==> src/sv/b32g_pkg.sv <==
// Shared types, constants and the symbol lookup for the grouped base-32 encoder.
// No dependencies; every other file but b32g_if refers to it by scoped names.
`default_nettype none

package b32g_pkg;

    localparam int SYM_W    = 5;
    localparam int CHAR_W   = 8;
    localparam int GROUP_W  = 5;
    localparam int HELD_W   = 3;    // leftover bits between bytes: 0..4
    localparam int STORE_W  = 4;
    localparam int MAX_SYMS = 3;

    localparam logic [GROUP_W-1:0] GROUP_POS_MAX = 5'd31;

    // configuration register indexes
    localparam int CFG_IDX_W = 1;
    localparam logic [CFG_IDX_W-1:0] CFG_GROUP_SIZE = 1'b0;
    localparam logic [CFG_IDX_W-1:0] CFG_SEPARATOR  = 1'b1;

    localparam logic [GROUP_W-1:0] GROUP_SIZE_RESET = 5'd5;
    localparam logic [CHAR_W-1:0]  SEPARATOR_RESET  = 8'd45;

    localparam logic [32*CHAR_W-1:0] SYMBOL_CHARS = "23456789ABCDEFGHJKLMNPQRSTUVWXYZ";

    typedef logic [SYM_W-1:0] sym_t;

    // one input byte: up to three symbols, the last one ends the message if last is set
    typedef struct packed {
        sym_t [MAX_SYMS-1:0] sym;
        logic [1:0]          nsym;
        logic                last;
    } entry_t;

    typedef struct packed {
        logic [GROUP_W-1:0] group_size;
        logic [CHAR_W-1:0]  separator_char;
    } cfg_t;

    function automatic logic [CHAR_W-1:0] symbol_char(input sym_t s);
        logic [4:0] idx;
        idx = 5'd31 - s;
        return SYMBOL_CHARS[CHAR_W*idx +: CHAR_W];
    endfunction

endpackage

`default_nettype wire

==> src/sv/b32g_if.sv <==
// Valid/ready channel interfaces for the byte input and the character output.
// Stand-alone; used by the top level and the front and back modules.
`default_nettype none

interface b32g_byte_if;
    logic       valid;
    logic       ready;
    logic [7:0] data_byte;
    logic       last_byte;

    modport source (output valid, output data_byte, output last_byte, input ready);
    modport sink   (input valid, input data_byte, input last_byte, output ready);
endinterface

interface b32g_char_if;
    logic       valid;
    logic       ready;
    logic [7:0] out_char;
    logic       end_of_message;

    modport source (output valid, output out_char, output end_of_message, input ready);
    modport sink   (input valid, input out_char, input end_of_message, output ready);
endinterface

`default_nettype wire

==> src/sv/b32g_front.sv <==
// Front end: accepts bytes, slices the bit stream into 5-bit symbols, pushes one entry per byte.
// Depends on b32g_pkg and b32g_byte_if.
`default_nettype none

module b32g_front (
    input  wire logic              clk,
    input  wire logic              rst_n,
    b32g_byte_if.sink              byte_ch,
    input  wire logic              q_full,
    output logic                   q_push,
    output b32g_pkg::entry_t       q_entry
);

    logic [b32g_pkg::STORE_W-1:0] store_reg, store_next;
    logic [b32g_pkg::HELD_W-1:0]  held_reg, held_next;

    logic [11:0] combined;
    logic [11:0] pad_word;
    logic [2:0]  shift0;
    logic [2:0]  shift1;
    logic [2:0]  rem;
    logic        two_syms;
    logic [11:0] word0;
    logic [11:0] word1;
    logic [3:0]  rem_mask;

    assign byte_ch.ready = !q_full;
    assign q_push        = byte_ch.valid && !q_full;

    always_comb
    begin
        combined = {store_reg, byte_ch.data_byte};
        // held = held_reg + 8; first symbol sits at held - 5
        shift0   = held_reg + 3'd3;
        two_syms = (held_reg >= 3'd2);
        shift1   = held_reg - 3'd2;
        rem      = two_syms ? (held_reg - 3'd2) : (held_reg + 3'd3);
        word0    = combined >> shift0;
        word1    = combined >> shift1;
        // leftover bits move to the top of the symbol, zero fill below
        pad_word = combined << (3'd5 - rem);
        rem_mask = 4'((5'd1 << rem) - 5'd1);

        q_entry.sym[0] = word0[4:0];
        q_entry.sym[1] = two_syms ? word1[4:0] : pad_word[4:0];
        q_entry.sym[2] = pad_word[4:0];
        q_entry.last   = byte_ch.last_byte;
        if (two_syms)
        begin
            q_entry.nsym = (byte_ch.last_byte && rem != 3'd0) ? 2'd3 : 2'd2;
        end
        else
        begin
            q_entry.nsym = byte_ch.last_byte ? 2'd2 : 2'd1;
        end

        store_next = store_reg;
        held_next  = held_reg;
        if (q_push)
        begin
            if (byte_ch.last_byte)
            begin
                store_next = '0;
                held_next  = '0;
            end
            else
            begin
                store_next = combined[3:0] & rem_mask;
                held_next  = rem;
            end
        end
    end

    always_ff @(posedge clk or negedge rst_n)
    begin
        if (!rst_n)
        begin
            store_reg <= '0;
            held_reg  <= '0;
        end
        else
        begin
            store_reg <= store_next;
            held_reg  <= held_next;
        end
    end

endmodule

`default_nettype wire

==> src/sv/b32g_queue.sv <==
// Small FIFO of symbol entries between the front and back ends.
// Depends on b32g_pkg.
`default_nettype none

module b32g_queue #(
    parameter int DEPTH = 4
) (
    input  wire logic              clk,
    input  wire logic              rst_n,
    input  wire logic              push,
    input  wire b32g_pkg::entry_t  push_entry,
    input  wire logic              pop,
    output b32g_pkg::entry_t       head,
    output logic                   full,
    output logic                   empty
);

    localparam int PTR_W = (DEPTH > 1) ? $clog2(DEPTH) : 1;
    localparam int CNT_W = $clog2(DEPTH + 1);
    localparam logic [PTR_W-1:0] LAST_PTR  = PTR_W'(DEPTH - 1);
    localparam logic [CNT_W-1:0] DEPTH_CNT = CNT_W'(DEPTH);

    b32g_pkg::entry_t entries [DEPTH];

    logic [PTR_W-1:0] wr_ptr_reg, wr_ptr_next;
    logic [PTR_W-1:0] rd_ptr_reg, rd_ptr_next;
    logic [CNT_W-1:0] count_reg, count_next;

    assign full  = (count_reg == DEPTH_CNT);
    assign empty = (count_reg == '0);
    assign head  = entries[rd_ptr_reg];

    always_comb
    begin
        wr_ptr_next = wr_ptr_reg;
        rd_ptr_next = rd_ptr_reg;
        count_next  = count_reg;
        if (push)
        begin
            wr_ptr_next = (wr_ptr_reg == LAST_PTR) ? '0 : wr_ptr_reg + 1'b1;
        end
        if (pop)
        begin
            rd_ptr_next = (rd_ptr_reg == LAST_PTR) ? '0 : rd_ptr_reg + 1'b1;
        end
        if (push && !pop)
        begin
            count_next = count_reg + 1'b1;
        end
        else if (pop && !push)
        begin
            count_next = count_reg - 1'b1;
        end
    end

    always_ff @(posedge clk or negedge rst_n)
    begin
        if (!rst_n)
        begin
            wr_ptr_reg <= '0;
            rd_ptr_reg <= '0;
            count_reg  <= '0;
        end
        else
        begin
            wr_ptr_reg <= wr_ptr_next;
            rd_ptr_reg <= rd_ptr_next;
            count_reg  <= count_next;
        end
    end

    always_ff @(posedge clk)
    begin
        if (push)
        begin
            entries[wr_ptr_reg] <= push_entry;
        end
    end

endmodule

`default_nettype wire

==> src/sv/b32g_back.sv <==
// Back end: walks queued symbols, inserts separators, drives the registered character output.
// Depends on b32g_pkg and b32g_char_if.
`default_nettype none

module b32g_back (
    input  wire logic              clk,
    input  wire logic              rst_n,
    input  wire b32g_pkg::cfg_t    cfg,
    input  wire b32g_pkg::entry_t  head,
    input  wire logic              q_empty,
    output logic                   q_pop,
    b32g_char_if.source            char_ch
);

    logic [1:0]                   idx_reg, idx_next;
    logic [b32g_pkg::GROUP_W-1:0] gpos_reg, gpos_next;
    logic                         started_reg, started_next;
    logic                         out_valid_reg, out_valid_next;
    logic [b32g_pkg::CHAR_W-1:0]  out_char_reg, out_char_next;
    logic                         eom_reg, eom_next;

    logic                         advance;
    logic                         work;
    logic                         sep_due;
    logic                         final_sym;
    b32g_pkg::sym_t               cur_sym;

    assign char_ch.valid          = out_valid_reg;
    assign char_ch.out_char       = out_char_reg;
    assign char_ch.end_of_message = eom_reg;

    always_comb
    begin
        advance   = !out_valid_reg || char_ch.ready;
        work      = advance && !q_empty;
        sep_due   = started_reg && (cfg.group_size != '0) && (gpos_reg >= cfg.group_size);
        cur_sym   = head.sym[idx_reg];
        final_sym = (idx_reg == head.nsym - 2'd1);

        idx_next       = idx_reg;
        gpos_next      = gpos_reg;
        started_next   = started_reg;
        out_char_next  = out_char_reg;
        eom_next       = eom_reg;
        q_pop          = 1'b0;
        out_valid_next = out_valid_reg && !char_ch.ready;

        if (work)
        begin
            out_valid_next = 1'b1;
            if (sep_due)
            begin
                out_char_next = cfg.separator_char;
                eom_next      = 1'b0;
                gpos_next     = '0;
            end
            else
            begin
                out_char_next = b32g_pkg::symbol_char(cur_sym);
                eom_next      = final_sym && head.last;
                started_next  = 1'b1;
                if (gpos_reg != b32g_pkg::GROUP_POS_MAX)
                begin
                    gpos_next = gpos_reg + 1'b1;
                end
                if (final_sym)
                begin
                    idx_next = '0;
                    q_pop    = 1'b1;
                    if (head.last)
                    begin
                        gpos_next    = '0;
                        started_next = 1'b0;
                    end
                end
                else
                begin
                    idx_next = idx_reg + 2'd1;
                end
            end
        end
    end

    always_ff @(posedge clk or negedge rst_n)
    begin
        if (!rst_n)
        begin
            idx_reg       <= '0;
            gpos_reg      <= '0;
            started_reg   <= 1'b0;
            out_valid_reg <= 1'b0;
        end
        else
        begin
            idx_reg       <= idx_next;
            gpos_reg      <= gpos_next;
            started_reg   <= started_next;
            out_valid_reg <= out_valid_next;
        end
    end

    always_ff @(posedge clk)
    begin
        out_char_reg <= out_char_next;
        eom_reg      <= eom_next;
    end

endmodule

`default_nettype wire

==> src/sv/base32_grouped_encoder.sv <==
// Grouped base-32 encoder (2-9, A-Z without I and O).
//
// byte_ch takes one message byte per beat, last_byte marks the final byte.
// char_ch gives one ASCII character per beat; separators go between groups
// of group_size characters, end_of_message marks the final character.
// Configuration: cfg_wr_en with cfg_index 0 writes group_size (cfg_data[4:0],
// 0 = no separators), index 1 writes separator_char. Write only while idle.
// The first character of a byte passes through the queue and the output register.
// The back end issues one character per cycle while the queue is not empty and
// the output is not stalled; a byte yields 1 to 3 characters plus separators.
// The output character rate sets the byte rate.
// The front end keeps taking bytes while the QUEUE_DEPTH entry queue has
// room, independent of a stalled output; a stalled output holds its beat.
// Reset clears the bit buffer, group count, queue and output valid, and
// loads group_size 5 and separator '-'.
// Depends on b32g_pkg, b32g_if, b32g_front, b32g_queue, b32g_back.
`default_nettype none

module base32_grouped_encoder #(
    parameter int QUEUE_DEPTH = 4
) (
    input  wire logic                              clk,
    input  wire logic                              rst_n,
    b32g_byte_if.sink                              byte_ch,
    b32g_char_if.source                            char_ch,
    input  wire logic                              cfg_wr_en,
    input  wire logic [b32g_pkg::CFG_IDX_W-1:0]    cfg_index,
    input  wire logic [b32g_pkg::CHAR_W-1:0]       cfg_data
);

    b32g_pkg::cfg_t   cfg_reg, cfg_next;
    b32g_pkg::entry_t push_entry;
    b32g_pkg::entry_t head;
    logic             push;
    logic             pop;
    logic             full;
    logic             empty;

    always_comb
    begin
        cfg_next = cfg_reg;
        if (cfg_wr_en)
        begin
            unique case (cfg_index)
                b32g_pkg::CFG_GROUP_SIZE: cfg_next.group_size     = cfg_data[b32g_pkg::GROUP_W-1:0];
                b32g_pkg::CFG_SEPARATOR:  cfg_next.separator_char = cfg_data;
                default:                  cfg_next = cfg_reg;
            endcase
        end
    end

    always_ff @(posedge clk or negedge rst_n)
    begin
        if (!rst_n)
        begin
            cfg_reg.group_size     <= b32g_pkg::GROUP_SIZE_RESET;
            cfg_reg.separator_char <= b32g_pkg::SEPARATOR_RESET;
        end
        else
        begin
            cfg_reg <= cfg_next;
        end
    end

    b32g_front u_front (
        .clk     (clk),
        .rst_n   (rst_n),
        .byte_ch (byte_ch),
        .q_full  (full),
        .q_push  (push),
        .q_entry (push_entry)
    );

    b32g_queue #(
        .DEPTH (QUEUE_DEPTH)
    ) u_queue (
        .clk        (clk),
        .rst_n      (rst_n),
        .push       (push),
        .push_entry (push_entry),
        .pop        (pop),
        .head       (head),
        .full       (full),
        .empty      (empty)
    );

    b32g_back u_back (
        .clk     (clk),
        .rst_n   (rst_n),
        .cfg     (cfg_reg),
        .head    (head),
        .q_empty (empty),
        .q_pop   (pop),
        .char_ch (char_ch)
    );

endmodule

`default_nettype wire

==> src/flat_wrapper.sv <==
// flat-port wrapper written by rule: the top's interface ports become plain ports
module base32_grouped_encoder_flat 
#(
    parameter int QUEUE_DEPTH = 4
)
  (clk, rst_n, cfg_wr_en, cfg_index, cfg_data, byte_ch_valid, byte_ch_data_byte, byte_ch_last_byte, byte_ch_ready, char_ch_valid, char_ch_out_char, char_ch_end_of_message, char_ch_ready);
  b32g_byte_if byte_ch_i ();
  b32g_char_if char_ch_i ();
  input  wire logic clk;
  input  wire logic rst_n;
  input  wire logic cfg_wr_en;
  input  wire logic [b32g_pkg::CFG_IDX_W-1:0] cfg_index;
  input  wire logic [b32g_pkg::CHAR_W-1:0] cfg_data;
  input wire logic [$bits(byte_ch_i.valid)-1:0] byte_ch_valid;
  input wire logic [$bits(byte_ch_i.data_byte)-1:0] byte_ch_data_byte;
  input wire logic [$bits(byte_ch_i.last_byte)-1:0] byte_ch_last_byte;
  output wire logic [$bits(byte_ch_i.ready)-1:0] byte_ch_ready;
  output wire logic [$bits(char_ch_i.valid)-1:0] char_ch_valid;
  output wire logic [$bits(char_ch_i.out_char)-1:0] char_ch_out_char;
  output wire logic [$bits(char_ch_i.end_of_message)-1:0] char_ch_end_of_message;
  input wire logic [$bits(char_ch_i.ready)-1:0] char_ch_ready;
  assign byte_ch_i.valid = byte_ch_valid;
  assign byte_ch_i.data_byte = byte_ch_data_byte;
  assign byte_ch_i.last_byte = byte_ch_last_byte;
  assign byte_ch_ready = byte_ch_i.ready;
  assign char_ch_valid = char_ch_i.valid;
  assign char_ch_out_char = char_ch_i.out_char;
  assign char_ch_end_of_message = char_ch_i.end_of_message;
  assign char_ch_i.ready = char_ch_ready;
  base32_grouped_encoder #(.QUEUE_DEPTH(QUEUE_DEPTH)) u_core (.clk(clk), .rst_n(rst_n), .byte_ch(byte_ch_i), .char_ch(char_ch_i), .cfg_wr_en(cfg_wr_en), .cfg_index(cfg_index), .cfg_data(cfg_data));
endmodule
==> config.mk <==
export PLATFORM = sky130hd
export DESIGN_NAME = base32_grouped_encoder_flat
export DESIGN_NICKNAME = d
export VERILOG_FILES = /design/src/sv/b32g_pkg.sv /design/src/sv/b32g_if.sv /design/src/sv/b32g_front.sv /design/src/sv/b32g_queue.sv /design/src/sv/b32g_back.sv /design/src/sv/base32_grouped_encoder.sv /design/src/flat_wrapper.sv
export SDC_FILE = /design/constraint.sdc
export NUM_CORES = 1
export LEC_CHECK = 0
export BUFFER_PORTS_ARGS = -buffer_cell sky130_fd_sc_hd__buf_2
export CAP_MARGIN = 20
export CORE_MARGIN = 4
export CORE_UTILIZATION = 35
export CTS_BUF_LIST = sky130_fd_sc_hd__clkbuf_16
export CTS_CLUSTER_SIZE = 40
export DETAILED_ROUTE_END_ITERATION = 6
export PLACE_DENSITY = 0.57
export REMOVE_ABC_BUFFERS = 1
export SLEW_MARGIN = 15
export SYNTH_ARGS = -nofsm -noshare
export SYNTH_HDL_FRONTEND = slang
export SYNTH_SLANG_ARGS = --single-unit
==> constraint.sdc <==
create_clock -name clk -period 8.05 [get_ports clk]
set_input_delay 2.0125 -clock clk [delete_from_list [all_inputs] [get_ports clk]]
set_output_delay 2.0125 -clock clk [all_outputs]
set_load 0.005 [all_outputs]
* Word-level counts from Yosys, hierarchy flattened *
Memory sizes are Yosys's and may differ from the RTL's.
Cells that the tools add are included.

operators by class
  reductions and logical operators = 23
  shifts and indexed selects = 5
  add/subtract/negate cells = 12
  magnitude comparators = 3
  multiplexer cells = 27
  bitwise operators = 3
  equality and inequality tests = 5

operators with widths
  kind                        number
  $shiftx A256 B9 Y8 const A  1
  $mux W5                     6
  $shr A12 B3 Y5              2
  $mux W3                     4
  $shl A12 B3 Y5              1
  $bmux W5 S2                 1
  $mux W2                     5
  $logic_and A1 B1 Y1         9
  $mux W1                     9
  $mux W8                     1
  $add A2 B1 Y2 const B       3
  $logic_not A1 Y1            6
  $reduce_and A2 Y1           3
  $add A5 B1 Y5 const B       1
  $ge A5 B5 Y1                1
  $ne A5 B5 Y1 const B        1
  $reduce_bool A5 Y1          1
  $sub A5 B5 Y5 const A       1
  $and A4 B4 Y4               1
  $eq A2 B2 Y1 const B        2
  $mux W4                     1
  $shl A1 B3 Y4 const A       1
  $sub A4 B1 Y4 const B       1
  $add A3 B1 Y3 const B       1
  14 further kinds            15

word-level totals
  register bits after elaboration = 45
  output and inout bits = 11
  memories = 1
  bits in writable memories = 72
  bits of input ports = 23
  word-level logic and storage cells = 92

memory list
  name                    depth  bits a word  read ports  clocked after memory_dff  wr ports  RTL line          RTL
  u_core.u_queue.entries  4      18           1           0                         1         b32g_queue.sv:23  b32g_pkg::entry_t entries [DEPTH];

* Longest topological paths before layout *
An unclocked memory read counts as a cell.

  word-level depth = 9
  depth in mapped cells = 14
  depth with buffers taken out = 14

* Modules after synthesis *
From an unflattened synthesis, not the netlist that was laid out.

unflattened totals
  cells, all modules = 461
  area, all modules = 6361.1 um^2

modules (own cells, without submodules)
  module                  area an instance (um^2)  cells an instance  times used  seq. area each (um^2)
  b32g_queue              3014.1                   131                1           2337.2
  b32g_back               1450.1                   147                1           495.5
  b32g_front              1392.6                   155                1           175.2
  base32_grouped_encoder  504.2                    28                 1           332.8

* Least setup slack after synthesis *
OpenSTA, ideal clock, no wires.

  path type = input to register
  from = input char_ch_ready
  to = register u_core.u_queue.count_reg[2]
  stages on the path = 11
  setup time = 0.079 ns
  slack = 4.054 ns
  path buffers = 0
  data required time = 7.971 ns
  arrival time = 3.916 ns
  cells stage by stage = inv_1 a21o_1 clkinv_1 and3_1 inv_1 ha_1 inv_1 fa_1 xor2_1 nor2_1 xor2_1

on the way
  longest elaborated chain between the ends = 6
  elaborated cells on any way between the ends = 8
  those cells by class = mux (2); reduce/logical (6)

ends and longest elaborated chain
  what                                           RTL line            RTL
  from (decl)                                    flat_wrapper.sv:21  input wire logic [$bits(char_ch_i.ready)-1:0] char_ch_ready;
  $logic_or A1 B1 Y1 (*)                         b32g_back.sv:34     advance = !out_valid_reg || char_ch.ready;
  $logic_and A1 B1 Y1 (*)                        b32g_back.sv:35     work = advance && !q_empty;
  net u_core.u_back.work                         b32g_back.sv:23     logic work;
  $mux W1 (*)                                    b32g_back.sv:48     if (work)
  $logic_not A1 Y1                               b32g_queue.sv:46    if (push && !pop)
  $logic_and A1 B1 Y1                            b32g_queue.sv:46
  $mux W3 or $reduce_bool A2 Y1 (tied branches)  n/a
  to (signal assigned)                           b32g_queue.sv:68    count_reg <= count_next;
  to (decl)                                      b32g_queue.sv:27    logic [CNT_W-1:0] count_reg, count_next;

The timed path passes the listed nets; every way through them passes the cells marked *.
A chain may end at the register's enable or synchronous reset.

* Worst setup path after layout *
Same ends and word-level chain as after synthesis.

==> impl_metrics.ini <==
[sta]
finalHoldViolCount = 0
slew_viol_final = 0
setup_viol = 0
worst_slew_pin_slew_ns = 1.027
rsz0062_at_grt = no
fin_crit_sh_pct = 50.15
fin_crit_ns = 4.037
fmax_ghz = 0.2477
skew_ns = 0.007945
max_slew_margin_pct = 31.56
fin_setup_tns_ns = 0

[cells_and_area]
insertedDiodeCount = 0
drive_above_1_share_pct = 24.46
final_common_cell = edfxtp_1
nets = 545
largest_reg_flops = 72
nFillCells = 1595
area_growth_pct = 15.49
layout_common_cells = 81 x edfxtp_1, 48 x nand2_1, 33 x buf_2

[global_route]
track_usage_pct = 13.56
gr-total-overflow = 0
grt_pass1_vias = 3991
antenna_found_initial = 0
grt_max_degree = 37
grt_pass1_wl_um = 20960

[cts]
path_clk_slew_ns = 0.05
root_buffer = clkbuf_16
clock_latency_ns = 0.42
postCtsSetupRepairBufs = 0
cts_buffers = 17
cts.htree.levels = 4
cts_hold_buf = 0
ctsResizeCount = 0
cts_buffer_depth = 2
cts.sinks = 117
cts_tree = done

[detailed_routing]
viasPerCell = 5.219
routed_wl_um = 12740
routed-wl-met2_um = 6099
ant_nets = 0
drc = 0
via_count = 3841
drtIter0Drc = 178
wl_met3_um = 561
wire_per_inst_um = 17.30
top_layer = met4
firstDrtPassIters = 4
met1_length_um = 5851

[power]
pwr_density_cell_nw_per_um2 = 486.0
p_leak_nw = 2.802
total_power_mw = 3.472
peakVddDrop_mv = 0.1614

[synth]
yosys.area.top_type = edfxtp_1
synth_ff_type = edfxtp_1
yosysSeqAreaShare_pct = 54.00
syn_inst = 464
synth_top_area_share_pct = 39.32
synth_edf_count = 81
synth_cell_type_count = 72
synth_warnings = 0
async_reset_ff_share_pct = 30.77
syn_area_per_cell_um2 = 13.33
synthesis.area_um2 = 6186
ys_ff_latch = 117
synth.top_cells.by_area = edfxtp_1 39%, dfrtp_1 12%, mux4_2 5.5%, ha_1 4.7%, mux2i_1 4.0%

[die]
core_um2 = 17300
die_area_um2 = 19870
initial_utilization_pct = 35.76
die_h_um = 140.9
rows = 48
die_w_um = 140.9
num_io_pins = 34

[setup_path]
crit_family = buffers and inverters
crit_path_top_delay_cell = clkinv_1
cp_cell_sequence = buf_2 -> inv_1 -> a21o_1 -> clkinv_1 -> and3_1 -> inv_1 -> ha_1 -> inv_1 -> fa_1 -> xor2_1 -> nor2_1 -> xor2_1
worstReg2RegStart = u_core.u_front.held_reg[0]$_DFFE_PN0P_
cp_num_buf_inv = 5
path_common_cell = inv_1
cp-start-kind = primary input
path_max_fanout = 17
worstRegToRegCells = 7
endpoint_kind = register
r2r-end = u_core.u_queue.entries[0][6]$_DFFE_PP_
slowest_delay_ns = 0.46
cp.arrival_ns = 4.37
rrSetupSlack_ns = 4.34
required_ns = 8.38
worst-setup-path-type = primary input to register

[hold_path]
min_path_cells = 2
hold_class = register to register
min-delay-start = u_core.u_back.char_ch.valid$_DFF_PN0_
min_to = u_core.u_back.char_ch.valid$_DFF_PN0_

[placement]
dp_hpwl_um = 8698
port_buffers = 33
gp_congestion = 0.8042

[run]
maxCapViolCount = 0

[status]
status = completed
==> cells in the mapped netlist (3+ instances only) <==
cell type and n:
a211oi_1 5, a21o_1 3, a21oi_1 9, a221o_1 4
and2_1 4, and3_1 7, clkbuf_1 7, clkbuf_4 3
dfrtp_1 30, dfstp_2 6, edfxtp_1 81, ha_1 23
inv_1 25, mux2_2 21, mux2i_1 25, mux4_1 7
mux4_2 15, nand2_1 48, nand2b_1 6, nand3_1 8
nor2_1 14, nor2b_1 3, nor3_1 6, o211ai_1 4
o21a_1 6, o21ai_0 18, o21ai_1 4, o22ai_1 6
or2_2 3, or3_1 3, xnor2_1 3, xor2_1 4
==> kinds of logic (layout without fill, tap and decap cells) <==
family	count (synthesis)	after routing	share of synthesized area (%)
simple gates	115	115	9.122
buf+inv	47	94	3.924
fa+ha+maj	24	24	4.976
xor+xnor	8	8	1.254
flops	117	117	54.00
mux	69	69	16.48
compound gates	84	84	10.23
==> through the flow <==
stage | setup WS (ns) | hold slack (ns) | cell area (um2) | utilization, % | instances
3_5_place_dp | 3.591 | 0.4866 | 6506 | 37.62 | 704
4_1_cts | 4.014 | 0.5062 | 7144 | 41.31 | 736
6_report | 4.013 | 0.4929 | 7144 | 41.31 | 736
2_1_floorplan | 4.054 | 0.4636 | 6045 | - | 444
5_1_grt | 3.805 | 0.5198 | 7144 | 41.31 | 736
3_3_place_gp | 3.624 | 0.4837 | 6506 | 37.62 | 704
==> metal layers <==
metal / up-vias / global-route usage (%)
met4: 0 / 5.456
met1: 1914 / 17.16
met2: 79 / 21.88
li1: 1831 / -
met5: - / 0
met3: 17 / 4.037
==> worst max-delay path by stage <==
stage | slack (ns) | endpoint | cells after the start | start
finish | 4.01 | u_core.u_queue.count_reg[2]$_DFFE_PN0P_ | 12 | char_ch_ready
global route | 3.81 | u_core.u_queue.count_reg[2]$_DFFE_PN0P_ | 12 | char_ch_ready
CTS | 4.01 | u_core.u_queue.count_reg[2]$_DFFE_PN0P_ | 12 | char_ch_ready
detailed placement | 3.59 | u_core.u_queue.count_reg[2]$_DFFE_PN0P_ | 12 | char_ch_ready
global placement | 3.62 | u_core.u_queue.count_reg[2]$_DFFE_PN0P_ | 12 | char_ch_ready
floorplan | 4.05 | u_core.u_queue.count_reg[2]$_DFFE_PN0P_ | 11 | char_ch_ready
==> worst register-to-register path, stage by stage, from the launching register on <==
cell and delay, ns:
dfrtp_1 0.72, inv_1 0.43, ha_1 0.38, xnor2_1 0.79
mux2i_1 0.21, nand2_1 0.11, o21ai_0 0.10, o21ai_0 0.67
==> where the power goes <==
group | switching (mW) | internal [mW] | leakage [nW]
Sequential | 0.144 | 0.994 | 1.18
Clock | 0.264 | 0.545 | 0.312
Combinational | 0.855 | 0.670 | 1.31
Total | 1.26 | 2.21 | 2.80
==> final cells by class <==
| type | instances | area [um2] | area share, % |
|---|---|---|---|
| clock buffer | 17 | 425.4 | 5.954 |
| clock inverter | 15 | 212.7 | 2.977 |
| inverter | 27 | 101.3 | 1.419 |
| multi-input combinational | 300 | 2603 | 36.43 |
| sequential | 117 | 3341 | 46.76 |
| tap | 225 | 281.5 | 3.940 |
| timing repair buffer | 35 | 180.2 | 2.522 |
Note: power is estimated with default switching activity, not from simulation.
